$ cat src/design/qsk_pkg.sv
package qsk_pkg;

  // Store geometry
  localparam int unsigned MAX_CENTROIDS = 256;
  localparam int unsigned IDX_W         = $clog2(MAX_CENTROIDS);
  localparam int unsigned CNT_W         = IDX_W + 1;

  // Register reset values
  localparam logic [6:0] COMPRESSION_RST = 7'd100;
  localparam logic [7:0] MERGE_LIMIT_RST = 8'd200;

  // Q0.16 constants
  localparam logic [16:0] Q_ONE     = 17'h10000;
  localparam logic [17:0] FRAC_HALF = 18'd32768;

  typedef enum logic {
    CMD_ADD   = 1'b0,
    CMD_QUERY = 1'b1
  } cmd_e;

  typedef enum logic [1:0] {
    ST_OK    = 2'd0,
    ST_EMPTY = 2'd1,
    ST_FULL  = 2'd2
  } status_e;

  typedef enum logic {
    CFG_COMPRESSION = 1'b0,
    CFG_MERGE_LIMIT = 1'b1
  } cfg_idx_e;

  typedef struct packed {
    logic [31:0] mean;
    logic [31:0] weight;
  } entry_t;

  typedef struct packed {
    logic             re;
    logic [IDX_W-1:0] raddr;
    logic             we;
    logic [IDX_W-1:0] waddr;
    entry_t           wdata;
  } mem_req_t;

  typedef struct packed {
    logic        start;
    logic [63:0] dividend;
    logic [33:0] divisor;
  } div_req_t;

endpackage

$ cat src/design/qsk_div.sv
module qsk_div (
  input  logic              clk_i,
  input  logic              rst_ni,
  input  qsk_pkg::div_req_t req_i,
  output logic              done_o,
  output logic [31:0]       quot_o
);

  // Restoring divider, one quotient bit per cycle. The upper dividend half
  // must be below the divisor, so 32 quotient bits suffice.
  logic [33:0] rem_q, rem_d;
  logic [33:0] dvs_q;
  logic [31:0] lo_q, lo_d;
  logic [5:0]  cnt_q;
  logic        busy_q;
  logic        done_q;
  logic [34:0] trial;
  logic        ge;

  assign trial = {rem_q, lo_q[31]};
  assign ge    = trial >= {1'b0, dvs_q};
  assign rem_d = ge ? 34'(trial - {1'b0, dvs_q}) : trial[33:0];
  assign lo_d  = {lo_q[30:0], ge};

  // Step control
  always_ff @(posedge clk_i or negedge rst_ni) begin
    if (!rst_ni) begin
      busy_q <= 1'b0;
      cnt_q  <= '0;
      done_q <= 1'b0;
    end else begin
      done_q <= 1'b0;
      if (req_i.start) begin
        busy_q <= 1'b1;
        cnt_q  <= 6'd32;
      end else if (busy_q) begin
        cnt_q <= cnt_q - 6'd1;
        if (cnt_q == 6'd1) begin
          busy_q <= 1'b0;
          done_q <= 1'b1;
        end
      end
    end
  end

  // Datapath
  always_ff @(posedge clk_i) begin
    if (req_i.start) begin
      rem_q <= {2'b00, req_i.dividend[63:32]};
      lo_q  <= req_i.dividend[31:0];
      dvs_q <= req_i.divisor;
    end else if (busy_q) begin
      rem_q <= rem_d;
      lo_q  <= lo_d;
    end
  end

  assign done_o = done_q;
  assign quot_o = lo_q;

endmodule

$ cat config.mk
export PLATFORM = sky130hd
export DESIGN_NAME = qsk_div
export DESIGN_NICKNAME = d
export VERILOG_FILES = /design/src/design/qsk_pkg.sv /design/src/design/qsk_div.sv
export SDC_FILE = /design/constraint.sdc
export NUM_CORES = 1
export LEC_CHECK = 0
export ABC_AREA = 0
export ABC_CLOCK_PERIOD_IN_PS = 3800
export BUFFER_PORTS_ARGS = -buffer_cell sky130_fd_sc_hd__buf_4
export CORE_ASPECT_RATIO = 0.5
export CORE_MARGIN = 8
export CORE_UTILIZATION = 50
export CTS_BUF_LIST = sky130_fd_sc_hd__clkbuf_16
export CTS_CLUSTER_DIAMETER = 50
export DETAILED_ROUTE_END_ITERATION = 10
export PLACE_DENSITY = 0.74
export SYNTH_ARGS = -nofsm -noshare
export SYNTH_HDL_FRONTEND = slang
export SYNTH_SLANG_ARGS = --single-unit
$ cat constraint.sdc
create_clock -name clk_i -period 3.8 [get_ports clk_i]
set_input_delay 0.19 -clock clk_i [delete_from_list [all_inputs] [get_ports clk_i]]
set_output_delay 0.19 -clock clk_i [all_outputs]
set_load 0.05 [all_outputs]
==> flow_summary_export.csv <==
group,metric,value,unit
run_status,status,"finished, final reports clean",
yosys,ys_ff_latch,108,
yosys,synth_flop_cell,"edfxtp_1",
placed_design,io_buffer_count,133,
worst_setup_path,startpoint_type,"flop",
floorplan,dieArea,0.0174,mm^2
sta,fin_crit_sh,93.0,%
sta,finalCriticalPeriod,3530,ps
worst_setup_path,rr_endpoint,"rem_q[2]$_DFFE_PP_",
placed_design,place_hpwl,12.0,mm
yosys,synth_area,0.00661,mm^2
yosys,async_flop_share,7.41,%
final_layout,fin_cells,903,
final_layout,stdcell_area,0.00831,mm^2
worst_hold_path,hold_depth,1,
floorplan,rows,29,
yosys,netlist_top_cells_area,"edfxtp_1 (45%), mux2_2 (9.0%), ha_1 (6.8%), mux2_4 (3.9%), a21oi_1 (3.7%)",
worst_setup_path,critPathRequiredTime,3910,ps
yosys,synth_edf_count,98,
drt,viasPerCell,5.65,
final_layout,nNetsFinal,866,
power,ir_drop,0.000356,V
global_routing,grt_overflow,0,
global_routing,antenna_found_initial,0,
yosys,synth_top_cell_by_area,"edfxtp_1",
cts,cts_tree,"yes",
cts,max-clock-path-buffers,2,
yosys,avgSynthCellArea,11.5,um^2
final_layout,diodes,0,
cts,post_cts_resized,0,
sta,relSlewSlack,54.3,%
global_routing,track_usage,18.3,%
drt,routed_wl,16.3,mm
drt,drc,0,
cts,root_buffer,"clkbuf_16",
cts,clock_latency,350,ps
worst_hold_path,hold_path_class,"in -> reg",
sta,max_freq,283,MHz
global_routing,grt_max_degree,65,
yosys,synth_common_cells,"edfxtp_1 (98), mux2_2 (53), a21oi_1 (49)",
cts,numCtsBuffers,9,
final_layout,drive_above_1_share,32.5,%
yosys,postSynthCellCount,575,
drt,ant_nets,0,
worst_hold_path,hold_start,"req_i[23]",
drt,drt_first_pass_iters,5,
yosys,syn-num-nets,713,
power,total_power,6.27,mW
sta,tightest_slew,686,ps
worst_hold_path,hold_end,"dvs_q[23]$_DFFE_PP_",
yosys,yosysTopAreaCellShare,44.5,%
yosys,yosysUniqueCellTypes,61,
worst_setup_path,endpoint_kind,"flop",
sta,final.setup.tns,0,ps
cts,path_clk_slew,80,ps
sta,setup_viol,0,
cts,cts.sinks,108,
sta,clock_skew,9.97,ps
sta,rsz0062_at_grt,"no",
cts,cts_htree_levels,3,
yosys,yosys_warnings,0,
sta,drv_slew,0,
final_layout,seq_area,0.00318,mm^2
floorplan,boundaryPins,134,
drt,drtIter0Drc,401,
job,cap_violations,0,
yosys,seq_area_frac_synth,48.2,%
drt,wl_per_cell,18.0,um
floorplan,start_util,51.8,%
global_routing,grt_pass1_wl,25.7,mm
placed_design,place_area,0.00781,mm^2
global_routing,grt_pass1_vias,5149,
floorplan,die_x,179,um
final_layout,fillers,997,
worst_setup_path,critical_path_class,"reg -> reg",
yosys,synth_most_common_cell,"edfxtp_1",
power,powerDensity,755,mW/mm^2
sta,finalHoldViolCount,0,
worst_setup_path,worstReg2RegStart,"rem_q[24]$_DFFE_PP_",
power,p_leak,3.61,nW
final_layout,post-route-util,65.1,%
placed_design,dp.cells,868,
worst_setup_path,path_max_fanout,13,
floorplan,die_h,97.3,um
final_layout,multi_input_area,0.00319,mm^2
worst_setup_path,rr_worst_depth,9,
worst_setup_path,critPathArrivalTime,3640,ps
final_layout,syn_to_final_growth,25.8,%
floorplan,core,0.0128,mm^2
cts,post_cts_buffers,0,
worst_setup_path,rrSetupSlack,270,ps
drt,num_vias,5102,
placed_design,gp_congestion,0.911,
-- metrics by stage --
stage                     setup WS [ps]  hold WS (ps)
after floorplan                     594          -106
after global placement              295          11.9
after detailed placement            208          12.9
final                               265          13.1
after CTS                           226        0.0761
after global routing                101         0.543
-- layout by cell type, fill, tap and decap left out, types with 3 or more instances in the layout --
master,count
nor2b_1,10
and3_1,4
mux2_4,17
nand2b_1,6
mux2_2,53
nor3b_1,3
nand2_1,32
a211oi_1,5
dlygate4sd3_1,18
a31oi_1,4
nand4_1,8
dfrtp_1,8
xnor2_1,17
o21ai_0,22
o21a_1,4
clkbuf_16,9
or3_1,3
a21oi_1,49
nand3_1,5
inv_1,38
nor2_1,31
o211ai_1,5
a221o_1,4
o22ai_1,3
xor2_1,14
buf_4,143
mux2i_1,5
edfxtp_1,98
a21o_1,18
nor3_1,11
ha_1,36
-- area by class of cell --
type                    instances  share of cell area, %
multi-input cells             408                   38.3
flip-flops and latches        108                   38.3
repair buffers                162                   15.3
clock buffers                   9                   2.71
well taps                     170                   2.56
inverters                      39                   1.76
clock inverters                 7                   1.04
-- cell families (layout without fill, tap and decap cells) --
| family | count (synthesis) | after routing | synth area share [%] |
|---|---|---|---|
| buf+inv | 60 | 217 | 3.82 |
| xor+xnor | 31 | 31 | 4.11 |
| simple gates | 128 | 128 | 9.88 |
| compound gates | 136 | 137 | 13.3 |
| fa+ha+maj | 37 | 37 | 7.12 |
| mux | 75 | 75 | 13.6 |
| flops | 108 | 108 | 48.2 |
-- flip-flops by register name, summed over array words and instances, names as in the netlist --
| name | count |
|---|---|
| dvs_q | 34 |
| rem_q | 34 |
| quot_o | 32 |
| cnt_q | 6 |
| busy_q | 1 |
| done_o | 1 |
-- worst max-delay path by stage --
stage                              start                   to  slack [ps]  cells past startpoint
finish               rem_q[24]$_DFFE_PP_   rem_q[2]$_DFFE_PP_         270                      9
global route          rem_q[9]$_DFFE_PP_  rem_q[30]$_DFFE_PP_         100                     10
global placement     rem_q[24]$_DFFE_PP_   rem_q[2]$_DFFE_PP_         300                      9
floorplan           quot_o[31]$_DFFE_PP_  rem_q[26]$_DFFE_PP_         590                     11
detailed placement   rem_q[24]$_DFFE_PP_   rem_q[2]$_DFFE_PP_         210                      9
CTS                  rem_q[24]$_DFFE_PP_   rem_q[2]$_DFFE_PP_         230                      9
-- critical path: stages (launching register included) --
cell	delay (ps)
edfxtp_1	410
ha_1	450
nand4_1	170
or4_1	570
nor3_1	230
and4_1	230
a2111o_1	230
a311o_4	370
mux2_2	370
mux2_2	250
-- power breakdown --
part	internal, mW	leakage [nW]	switching, mW
clock	0.476	0.151	0.488
combinational	1.60	2.33	1.86
sequential	1.68	1.12	0.172
-- routing by layer --
layer	routed length [um]	up-vias	global-route usage, %
met5	0	-	0
met4	110	0	2.97
met3	1350	9	6.36
met2	7690	170	29.2
met1	7100	2459	23.8
li1	-	2464	-
-- what timing repair did --
| item | 4_1_cts | 5_1_grt |
|---|---|---|
| hold buffers | 18 | 0 |
| setup endpoints to repair | 0 | 1 |
| hold endpoints to repair | 25 | 0 |
Power figures use the tool's default switching activity.
